--- src/sv/gpps_pkg.sv ---
// ----------------------------------------------------------------------------
// gpps_pkg
// Shared types for the prime pair search: controller states and the command
// and status groups that pass between the controller and the datapath.
// ----------------------------------------------------------------------------
package gpps_pkg;

    typedef enum logic [2:0] {
        ST_IDLE,
        ST_SETUP,
        ST_TSTART,
        ST_TCHECK,
        ST_DIV,
        ST_DIVEND,
        ST_NEXT,
        ST_DONE
    } ctrl_state_t;

    typedef struct packed {
        logic load;
        logic setup_large;
        logic test_start;
        logic div_start;
        logic div_step;
        logic d_next;
        logic cand_next;
        logic set_result;
        logic result_hit;
        logic out_load;
    } gpps_cmd_t;

    typedef struct packed {
        logic half_lt2;
        logic odd;
        logic n_lt2;
        logic sq_gt_n;
        logic div_last;
        logic rem_zero;
        logic cand_gt_half;
        logic phase_large;
    } gpps_sts_t;

endpackage

--- src/sv/gpps_datapath.sv ---
// ----------------------------------------------------------------------------
// gpps_datapath
// Holds the target, candidate and trial divisor, the bit-serial remainder
// unit and the result register.
// ----------------------------------------------------------------------------
module gpps_datapath #(
    parameter int VALUE_BITS = 31
) (
    input  logic                    aclk,
    input  gpps_pkg::gpps_cmd_t     cmd,
    output gpps_pkg::gpps_sts_t     sts,
    input  logic [VALUE_BITS-1:0]   s_target_value,
    output logic                    m_found,
    output logic [VALUE_BITS-2:0]   m_smaller_prime,
    output logic [VALUE_BITS-1:0]   m_larger_prime
);
    import gpps_pkg::*;

    localparam int DW = VALUE_BITS / 2 + 2;
    localparam int SW = VALUE_BITS + 2;
    localparam int CW = $clog2(VALUE_BITS);

    logic [VALUE_BITS-1:0] m_reg;
    logic [VALUE_BITS-1:0] cand_reg;
    logic                  phase_large_reg;
    logic [VALUE_BITS-1:0] n_reg;
    logic [DW-1:0]         d_reg;
    logic [SW-1:0]         sq_reg;
    logic [DW-1:0]         rem_reg;
    logic [CW-1:0]         bit_cnt_reg;
    logic                  hit_reg;
    logic                  found_reg;
    logic [VALUE_BITS-2:0] small_reg;
    logic [VALUE_BITS-1:0] large_reg;

    logic [VALUE_BITS-1:0] half;
    logic [VALUE_BITS-1:0] diff;
    logic [VALUE_BITS-1:0] n_sel;
    logic [DW:0]           div_trial;
    logic [DW:0]           div_sub;
    logic                  div_ge;
    logic [SW-1:0]         sq_next;

    always_comb begin
        half      = {1'b0, m_reg[VALUE_BITS-1:1]};
        diff      = m_reg - cand_reg;
        n_sel     = phase_large_reg ? diff : cand_reg;
        div_trial = {rem_reg, n_reg[bit_cnt_reg]};
        div_sub   = div_trial - {1'b0, d_reg};
        div_ge    = div_trial >= {1'b0, d_reg};
        // (d+1)^2 = d^2 + 2d + 1
        sq_next   = sq_reg + SW'({d_reg, 1'b0}) + SW'(1);
    end

    always_comb begin
        sts.half_lt2     = half < VALUE_BITS'(2);
        sts.odd          = m_reg[0];
        sts.n_lt2        = n_reg < VALUE_BITS'(2);
        sts.sq_gt_n      = sq_reg > {2'b00, n_reg};
        sts.div_last     = bit_cnt_reg == '0;
        sts.rem_zero     = rem_reg == '0;
        sts.cand_gt_half = cand_reg > half;
        sts.phase_large  = phase_large_reg;
    end

    always_ff @(posedge aclk) begin
        if (cmd.load) begin
            m_reg           <= s_target_value;
            cand_reg        <= VALUE_BITS'(2);
            phase_large_reg <= 1'b0;
        end
        if (cmd.setup_large) begin
            phase_large_reg <= 1'b1;
        end
        if (cmd.test_start) begin
            n_reg  <= n_sel;
            d_reg  <= DW'(2);
            sq_reg <= SW'(4);
        end
        if (cmd.div_start) begin
            rem_reg     <= '0;
            bit_cnt_reg <= CW'(VALUE_BITS - 1);
        end
        if (cmd.div_step) begin
            // restoring step, one dividend bit a cycle
            rem_reg     <= div_ge ? div_sub[DW-1:0] : div_trial[DW-1:0];
            bit_cnt_reg <= bit_cnt_reg - CW'(1);
        end
        if (cmd.d_next) begin
            d_reg  <= d_reg + DW'(1);
            sq_reg <= sq_next;
        end
        if (cmd.cand_next) begin
            cand_reg        <= cand_reg + VALUE_BITS'(1);
            phase_large_reg <= 1'b0;
        end
        if (cmd.set_result) begin
            hit_reg <= cmd.result_hit;
        end
        if (cmd.out_load) begin
            found_reg <= hit_reg;
            small_reg <= hit_reg ? cand_reg[VALUE_BITS-2:0] : '0;
            large_reg <= hit_reg ? diff : '0;
        end
    end

    assign m_found         = found_reg;
    assign m_smaller_prime = small_reg;
    assign m_larger_prime  = large_reg;

endmodule

--- src/sv/gpps_controller.sv ---
// ----------------------------------------------------------------------------
// gpps_controller
// Sequences the search: candidate walk, primality tests by trial division,
// remainder iterations and the result handshake.
// ----------------------------------------------------------------------------
module gpps_controller (
    input  logic                 aclk,
    input  logic                 aresetn,
    input  logic                 s_valid,
    output logic                 s_ready,
    output logic                 m_valid,
    input  logic                 m_ready,
    input  gpps_pkg::gpps_sts_t  sts,
    output gpps_pkg::gpps_cmd_t  cmd
);
    import gpps_pkg::*;

    ctrl_state_t state_reg;
    ctrl_state_t state_next;
    logic        out_valid_reg;
    logic        out_valid_next;
    logic        verdict;
    logic        verdict_prime;
    logic        out_free;

    // a test ends with a verdict on n below two, on the square bound or on a zero remainder
    always_comb begin
        verdict       = 1'b0;
        verdict_prime = 1'b0;
        if (state_reg == ST_TCHECK) begin
            verdict       = sts.n_lt2 || sts.sq_gt_n;
            verdict_prime = !sts.n_lt2;
        end else if (state_reg == ST_DIVEND) begin
            verdict       = sts.rem_zero;
            verdict_prime = 1'b0;
        end
        out_free = !out_valid_reg || m_ready;
    end

    always_comb begin
        state_next = state_reg;
        unique case (state_reg)
            ST_IDLE: begin
                if (s_valid) state_next = ST_SETUP;
            end
            ST_SETUP: begin
                if (sts.half_lt2) state_next = ST_DONE;
                else              state_next = ST_TSTART;
            end
            ST_TSTART: begin
                state_next = ST_TCHECK;
            end
            ST_TCHECK, ST_DIVEND: begin
                if (verdict) begin
                    if (verdict_prime) begin
                        state_next = sts.phase_large ? ST_DONE : ST_TSTART;
                    end else begin
                        state_next = sts.odd ? ST_DONE : ST_NEXT;
                    end
                end else if (state_reg == ST_TCHECK) begin
                    state_next = ST_DIV;
                end else begin
                    state_next = ST_TCHECK;
                end
            end
            ST_DIV: begin
                if (sts.div_last) state_next = ST_DIVEND;
            end
            ST_NEXT: begin
                state_next = sts.cand_gt_half ? ST_DONE : ST_TSTART;
            end
            ST_DONE: begin
                if (out_free) state_next = ST_IDLE;
            end
            default: state_next = ST_IDLE;
        endcase
    end

    always_comb begin
        cmd     = '0;
        s_ready = 1'b0;
        unique case (state_reg)
            ST_IDLE: begin
                s_ready  = 1'b1;
                cmd.load = s_valid;
            end
            ST_SETUP: begin
                if (sts.half_lt2) begin
                    cmd.set_result = 1'b1;
                end else if (sts.odd) begin
                    // odd target: only the pair (2, m-2) can work
                    cmd.setup_large = 1'b1;
                end
            end
            ST_TSTART: begin
                cmd.test_start = 1'b1;
            end
            ST_TCHECK, ST_DIVEND: begin
                if (verdict) begin
                    if (verdict_prime && !sts.phase_large) begin
                        cmd.setup_large = 1'b1;
                    end else if (verdict_prime) begin
                        cmd.set_result = 1'b1;
                        cmd.result_hit = 1'b1;
                    end else if (sts.odd) begin
                        cmd.set_result = 1'b1;
                    end else begin
                        cmd.cand_next = 1'b1;
                    end
                end else if (state_reg == ST_TCHECK) begin
                    cmd.div_start = 1'b1;
                end else begin
                    cmd.d_next = 1'b1;
                end
            end
            ST_DIV: begin
                cmd.div_step = 1'b1;
            end
            ST_NEXT: begin
                cmd.set_result = sts.cand_gt_half;
            end
            ST_DONE: begin
                cmd.out_load = out_free;
            end
            default: begin
                cmd = '0;
            end
        endcase
    end

    always_comb begin
        if (cmd.out_load)     out_valid_next = 1'b1;
        else if (m_ready)     out_valid_next = 1'b0;
        else                  out_valid_next = out_valid_reg;
    end

    always_ff @(posedge aclk) begin
        if (!aresetn) begin
            state_reg     <= ST_IDLE;
            out_valid_reg <= 1'b0;
        end else begin
            state_reg     <= state_next;
            out_valid_reg <= out_valid_next;
        end
    end

    assign m_valid = out_valid_reg;

endmodule

--- src/sv/goldbach_prime_pair_search_unit.sv ---
// sequence: a target below four goes from setup straight to the output load; otherwise
//   setup is followed by primality tests, one remainder pass per trial divisor and a
//   candidate step per rejected candidate; a test of n uses up to sqrt(n) divisors
// throughput: one item at a time, set by the single bit-serial remainder unit; the next
//   transaction is taken from the cycle after the result enters the output register
// reset: synchronous active-low aresetn returns the controller to idle, output empty
// ----------------------------------------------------------------------------
// goldbach_prime_pair_search_unit
// Finds the smallest prime pair (p, m-p) summing to the target, by walking
// candidates and testing each value with trial division.
// ----------------------------------------------------------------------------
module goldbach_prime_pair_search_unit #(
    parameter int VALUE_BITS = 31
) (
    input  logic                  aclk,
    input  logic                  aresetn,
    input  logic                  s_valid,
    output logic                  s_ready,
    input  logic [VALUE_BITS-1:0] s_target_value,
    output logic                  m_valid,
    input  logic                  m_ready,
    output logic                  m_found,
    output logic [VALUE_BITS-2:0] m_smaller_prime,
    output logic [VALUE_BITS-1:0] m_larger_prime
);
    import gpps_pkg::*;

    gpps_cmd_t cmd;
    gpps_sts_t sts;

    gpps_controller u_ctrl (
        .aclk    (aclk),
        .aresetn (aresetn),
        .s_valid (s_valid),
        .s_ready (s_ready),
        .m_valid (m_valid),
        .m_ready (m_ready),
        .sts     (sts),
        .cmd     (cmd)
    );

    gpps_datapath #(
        .VALUE_BITS (VALUE_BITS)
    ) u_dp (
        .aclk            (aclk),
        .cmd             (cmd),
        .sts             (sts),
        .s_target_value  (s_target_value),
        .m_found         (m_found),
        .m_smaller_prime (m_smaller_prime),
        .m_larger_prime  (m_larger_prime)
    );

endmodule

--- config.mk ---
export PLATFORM = sky130hd
export DESIGN_NAME = goldbach_prime_pair_search_unit
export DESIGN_NICKNAME = d
export VERILOG_FILES = /design/src/sv/gpps_pkg.sv /design/src/sv/gpps_datapath.sv /design/src/sv/gpps_controller.sv /design/src/sv/goldbach_prime_pair_search_unit.sv
export SDC_FILE = /design/constraint.sdc
export NUM_CORES = 1
export LEC_CHECK = 0
export BUFFER_PORTS_ARGS = -buffer_cell sky130_fd_sc_hd__buf_2
export CAP_MARGIN = 10
export CORE_MARGIN = 4
export CORE_UTILIZATION = 35
export CTS_CLUSTER_DIAMETER = 30
export CTS_CLUSTER_SIZE = 8
export DETAILED_ROUTE_END_ITERATION = 7
export PLACE_DENSITY = 0.57
export REMOVE_ABC_BUFFERS = 1
export SLEW_MARGIN = 20
export SYNTH_ARGS = -nofsm -noshare
export SYNTH_HDL_FRONTEND = slang
export SYNTH_SLANG_ARGS = --single-unit
--- constraint.sdc ---
create_clock -name aclk -period 5.5 [get_ports aclk]
set_input_delay 0.825 -clock aclk [delete_from_list [all_inputs] [get_ports aclk]]
set_output_delay 0.825 -clock aclk [all_outputs]
set_load 0.005 [all_outputs]
## Word-level counts from Yosys, hierarchy flattened

Index checks and enable logic that the tools add are counted.

- Output and inout bits: 64
- Input bits: 35
- Register bits after elaboration: 233

- Bitwise logic cells: 2
- Mux-type cells: 56
- Add/subtract/negate cells: 7
- Reduce and logical (&&, ||, !) cells: 17
- Equality and inequality tests: 10
- $lt $le $gt $ge: 6

Operators by type and width:

| operator | number |
|---|---|
| 31-bit two-way mux | 3 |
| 17-bit two-way mux | 5 |
| 33-bit two-way mux | 2 |
| 33-bit by 1-bit adder with 33-bit output, second input constant | 1 |
| 33-bit by 18-bit adder with 33-bit output | 1 |
| 33-bit by 31-bit greater-than comparator with 1-bit output | 1 |
| 3-bit two-way mux | 11 |
| 31-bit by 1-bit adder with 31-bit output, second input constant | 1 |
| 31-bit by 30-bit greater-than comparator with 1-bit output | 1 |
| 31-bit by 2-bit less-than comparator with 1-bit output, second input constant | 1 |
| 31-bit subtractor | 1 |
| 30-bit by 2-bit less-than comparator with 1-bit output, second input constant | 1 |
| 1-bit two-way mux | 28 |
| 3-bit case mux with 7 select lines | 1 |
| 18-bit by 17-bit >= comparator with 1-bit output | 1 |
| 17-bit by 1-bit adder with 17-bit output, second input constant | 1 |
| 17-bit zero test | 1 |
| 17-bit subtractor | 1 |
| 3-bit == test, second input constant | 4 |
| 5-bit two-way mux | 2 |
| 2-bit nonzero test | 5 |
| 3-bit by 2-bit == test with 1-bit output, second input constant | 2 |
| 5-bit by 6-bit less-than comparator with 1-bit output, second input constant | 1 |
| 1-bit binary-select mux with 5-bit select | 1 |
| other kinds (16) | 21 |

## Longest topological paths before layout

- Depth after elaboration: 8
- Gate-level depth with buffers: 18
- Gate-level depth less buffers: 16

## Modules after synthesis

Synthesis repeated with hierarchy kept, for this count alone.

- Cell total of the unflattened synthesis: 1434
- Area, all modules: 15229.6 µm²

Modules (own cells, without submodules):

| module | seq. area each (µm²) | times used | area an instance (µm²) | cells an instance |
|---|---|---|---|---|
| gpps_datapath | 6866.6 | 1 | 14811.7 | 1381 |
| gpps_controller | 80.1 | 1 | 417.9 | 53 |

## Worst setup path after synthesis

Ideal clock, no wire load.

- Kind: reg-to-reg
- Start point: reg u_ctrl.state_reg[2]
- End point: reg u_dp.d_reg[0] (enable)
- Cell stages (with the launch flop): 4
- Slack: 0.751 ns
- Data arrival time: 4.335 ns
- Clock period less this slack: 4.749 ns
- Setup time: 0.415 ns
- Data required time: 5.085 ns
- Path through: dfxtp_1 buf_1 nor3b_1 nand2b_1

- Cells in the longest elaborated chain, start to end: 6

Ends and longest elaborated chain:

| element | line | RTL |
|---|---|---|
| start, declared | gpps_controller.sv:18 | `ctrl_state_t state_reg;` |
| start signal, assigned | gpps_controller.sv:142 | `state_reg <= state_next;` |
| 3-bit == test | gpps_controller.sv:33, gpps_controller.sv:82 |  |
| 1-bit two-way mux | gpps_controller.sv:33 | `end else if (state_reg == ST_DIVEND) begin` |
| 1-bit two-way mux | gpps_controller.sv:30 | `if (state_reg == ST_TCHECK) begin` |
| 1-bit two-way mux | gpps_controller.sv:99 | `if (verdict) begin` |
| 2-bit two-way mux | gpps_controller.sv:82 | `unique case (state_reg)` |
| 2-bit nonzero test (no source line) (*) | - |  |
| end signal, assigned | gpps_datapath.sv:90 | `d_reg <= d_reg + DW'(1);` |
| end, declared | gpps_datapath.sv:27 | `logic [DW-1:0] d_reg;` |

Every way passes the cells marked *; elsewhere a longest branch is shown, timed or not.
A chain may end at the register's enable or synchronous reset.

## Worst setup path after layout

- Start point: reg u_dp.bit_cnt_reg[0]
- End point: reg u_dp.rem_reg[0], data pin

- Cells in the longest elaborated chain, start to end: 5

Ends and longest elaborated chain:

| element | line | RTL |
|---|---|---|
| start, declared | gpps_datapath.sv:30 | `logic [CW-1:0] bit_cnt_reg;` |
| start signal, assigned | gpps_datapath.sv:82 | `bit_cnt_reg <= CW'(VALUE_BITS - 1);` |
| start signal, assigned | gpps_datapath.sv:87 | `bit_cnt_reg <= bit_cnt_reg - CW'(1);` |
| 1-bit binary-select mux with 5-bit select (*) | gpps_datapath.sv:48 | `div_trial = {rem_reg, n_reg[bit_cnt_reg]};` |
| 1-bit two-way mux (not written as such) (*) | gpps_datapath.sv:48 |  |
| 17-bit subtractor or 18-bit by 17-bit >= comparator with 1-bit output (tied branches) | gpps_datapath.sv:49, gpps_datapath.sv:50 |  |
| 17-bit two-way mux (*) | gpps_datapath.sv:86 | `rem_reg <= div_ge ? div_sub[DW-1:0] : div_trial[DW-1:0];` |
| 17-bit two-way mux (*) | gpps_datapath.sv:84 | `if (cmd.div_step) begin` |
| end signal, assigned | gpps_datapath.sv:86 |  |
| end, declared | gpps_datapath.sv:29 | `logic [DW-1:0] rem_reg;` |

Every way passes the cells marked *; elsewhere a longest branch is shown, timed or not. The select of a mux whose other input is x is not followed.

==> impl.org <==
** Setup path
- Internal reg-to-reg setup slack :: 0.85 ns
- The critical path is of the flop to flop type.
- Among all stages on the critical path, the largest delay is contributed by sky130_fd_sc_hd__edfxtp_1.
- On the critical path the largest part of the delay comes from multiplexers.
- Cell count of the worst reg-to-reg path :: 14
- The worst setup path is captured at a flop.
- By instance count, the cell type seen most on the critical path is sky130_fd_sc_hd__mux4_2.
- The worst register-to-register path begins at u_dp.bit_cnt_reg[0].
- Arrival time of the worst setup path :: a little over 5 ns
- Counting buffers and inverters, the worst setup path is 14 cells deep.
- Together, buffers and inverters on the worst path number 0.
- In this run the worst path has a maximum fanout of 18.
- Worst R2R End :: u_dp.rem_reg[0]
- The signal on the critical path passes through mux4_2 > mux4_2 > mux2i_1 > ha_1 > fa_1 > nor2b_1 > o21ai_2 > a31oi_2 > o31ai_4 > a21oi_4 > a311oi_4 > nor2_4 > mux2_4 > nor2_1.
- Tracing the worst setup path back leads to its startpoint at u_dp.bit_cnt_reg[0].
- For this run, the slowest stage of the critical path takes 0.71 ns.
- The worst setup path is launched from a flop.
- Data on the critical path is required at its endpoint by 5.92 ns.

** STA
- At the pin with the least slew margin, the transition time is 1.081 ns.
- RSZ-0062 raised after global routing :: no
- Across the routed clock network, the largest skew measured is 0.05085 ns.
- For this run, the top clock speed supported by timing is 0.2148 GHz.
- In the finished design, the share of the clock period the worst path needs comes to 84.63%.
- Worst-case setup margin in the final layout :: 0.8453 ns
- Min cycle time layout :: 4.655 ns
- Setup violations remaining at the end of the flow were counted as 0.
- Final number of hold-violating endpoints :: 0
- Worst slew margin :: 27.78%
- Total negative slack :: 0 ns
- Number of pins exceeding their max-slew limit in the final report :: 0

** Synthesis
- Total of warnings raised by yosys :: 0
- Area contributors post-synth :: sky130_fd_sc_hd__edfxtp_1 (46%), sky130_fd_sc_hd__ha_1 (11%), sky130_fd_sc_hd__xnor2_1 (4.1%)
- Post-synthesis cell type count :: 84
- Largest area contributor in the netlist :: sky130_fd_sc_hd__edfxtp_1
- After synthesis, the most frequently instantiated cells are sky130_fd_sc_hd__edfxtp_1 (228), sky130_fd_sc_hd__nor2_1 (164), sky130_fd_sc_hd__inv_1 (145), sky130_fd_sc_hd__ha_1 (128), sky130_fd_sc_hd__nand2_1 (85).
- Synth Cell Area :: about 15,000 um2
- FFs w/ async S/R, synth :: 0%
- Sequential element share of the synthesized area :: 46.35%
- Gate count after technology mapping :: 1,458
- Count leader, synth :: sky130_fd_sc_hd__edfxtp_1
- In this run, synthesis inferred 228 flip-flops with an integrated enable.
- The share of synthesized area in the top cell type comes to 45.68%.
- Flops & latches, synth :: around 230
- A synthesized cell averages ~10 um2.
- Among all flip-flop cells after synthesis, the most frequent one is sky130_fd_sc_hd__edfxtp_1.

** Layout
- Flip-flop count of the largest register after layout :: 33
- 0 antenna diodes ended up in the layout.
- Fin nets :: 1,752
- In the final layout, flip-flops and latches occupy ~7000 um2.
- Area Overhead vs Synth :: 19.02%
- Once layout is done, the placed cells without fillers occupy 17,840 um2.
- Number of inserted filler cells in the final layout :: 4,014
- The post-route netlist has 14.35% of its cells at a drive strength greater than 1.
- Summing all multi-input logic gate instances after layout gives 7362 um2.

** Power and ir drop
- Cell area power density :: 380.1 nW/um2
- Summed over all cells, the static leakage comes to 7.217 nW.
- Worst vdd ir :: ~0.26 mV

** Global route
- Met2 demand-to-capacity share in global routing :: a little over a quarter
- Entering global routing, the biggest net connects 51 pins.
- After global routing the overflow that remains totals 0.
- For this run, global-route usage on met3 was measured as 2.698%.
- All-layer global routing usage :: approximately 16%
- Grt peak-use layer :: met2
- The number of global-route vias before repair was 11.53k.
- For met1 alone, demand over resource in global routing was 21.52%.
- The number of antenna violations at the first check in global routing came to 0.
- Global-route wire length before repair :: approximately 60,000 um

** Place
- In this run the cell area measured after placement is 16,090 um2.
- OpenSTA, run right after detailed placement, puts the worst setup slack at 0.8394 ns.
- Count of buffers from port buffering :: 98
- GP Congestion :: between 0.8 and 0.9
- After legalization and detailed placement, the total HPWL measured ~28,000 um.

** Status
- Status :: finished, final reports clean

** Worst hold path
- The path with the worst hold slack has its endpoint at u_dp.m_reg[20].
- The path class of the tightest hold or removal check is input pin to flop.
- Counting instances, the worst hold path has a depth of 1.
- The worst hold path begins at s_target_value[20].

** Clock network
- Number of sinks handled by clock tree synthesis :: 233
- The H-tree was split into 2 levels.
- Count of cells resized by post-cts repair :: 0
- The clock reaches the later pin of the worst-skew pair after approximately 0.61 ns.
- After clock tree synthesis, the setup repair step added 0 buffers.
- Hold_buf cts :: 0
- After clock tree synthesis, the clock-pin slew on the worst setup and hold paths is 0.05 ns.
- Clock buffer depth :: 3
- TritonCTS built the clock tree.
- Number of buffers created by CTS :: 54
- The tree is rooted in a sky130_fd_sc_hd__clkbuf_16.

** Run
- Max-Cap Viols :: 0

** Floorplanning
- The initial utilization of the core area, before any placement, comes to between 30% and 40%.
- Die boundary width :: 214.9 um
- Row generation in the floorplan step produced 75 rows.
- Core area :: 42,130 um2
- 99 I/O pins were placed.
- Vert. Die Dim :: between 200 and 250 um
- Floorplan die area :: 46,200 um2

** Drt
- For this run, design rule violations remaining after detail routing come to 0.
- Before antenna repair, the detailed router went through 5 iterations.
- Wire length per cell :: 17.35 um
- Starting DRC count in detailed routing :: 734
- Wires add up to 37,520 um.
- Detailed-route via count :: 11.21k
- Final ANT Viol Nets :: 0
- After detailed routing, the number of vias per cell comes to ~5.2.
[cells by family after synthesis]
kind of cell	Yosys count	synth area share, %
fa+ha+maj	131	11.09
flops	233	46.35
compound gates	294	13.34
simple gates	494	16.25
mux	28	2.621
xor+xnor	98	5.727
buf+inv	180	4.633
[area by class of cell]
cell class / count / share of cell area [%]
Multi-Input combinational cell: 1045 / 41.27
Sequential cell: 233 / 38.94
Clock buffer: 58 / 7.659
Tap cell: 539 / 3.781
Timing Repair Buffer: 107 / 3.128
Inverter: 145 / 3.051
Clock inverter: 36 / 2.167
[worst max path at each step]
stage                            to  slack, ns
global route        u_dp.rem_reg[0]       0.52
global placement    u_dp.rem_reg[0]       0.87
detailed placement  u_dp.rem_reg[0]       0.84
finish              u_dp.rem_reg[0]       0.85
CTS                 u_dp.rem_reg[0]       0.84
floorplan             u_dp.d_reg[0]       0.84
[metal layers]
metal,wire length (um),share of wire [%],vias up
li1,-,-,5557
met5,0,0,-
met4,1161,3.1,0
met1,17090,46,5332
met3,1678,4.5,65
met2,17590,47,251
[stage by stage]
step / utilization, % / hold slack [ns] / instances / total power [mW]
2_1_floorplan: - / 0.4945 / 1423 / 3.352
3_3_place_gp: 38.18 / 0.5478 / 2069 / 3.731
3_5_place_dp: 38.18 / 0.5383 / 2069 / 3.755
4_1_cts: 42.34 / 0.3671 / 2163 / 6.852
5_1_grt: 42.34 / 0.3777 / 2163 / 7.159
6_report: 42.34 / 0.3938 / 2163 / 6.781
[layout by cell type (no fill, tap or decap), drive strengths merged, types with 30 or more instances in the layout]
cell,n
nand4,30
nor2,166
xnor2,71
nand2,85
o21ai,75
ha,128
inv,146
buf,107
edfxtp,228
a21oi,82
nand3,33
nor3,32
clkbuf,58
a21o,41
[power breakdown]
part           internal, mW  total, mW  switching, mW
combinational         0.569       1.42          0.852
clock                  2.05       3.05          0.999
sequential             2.16       2.31          0.150
total                  4.78       6.78           2.00
Power figures use the tool's default switching activity.
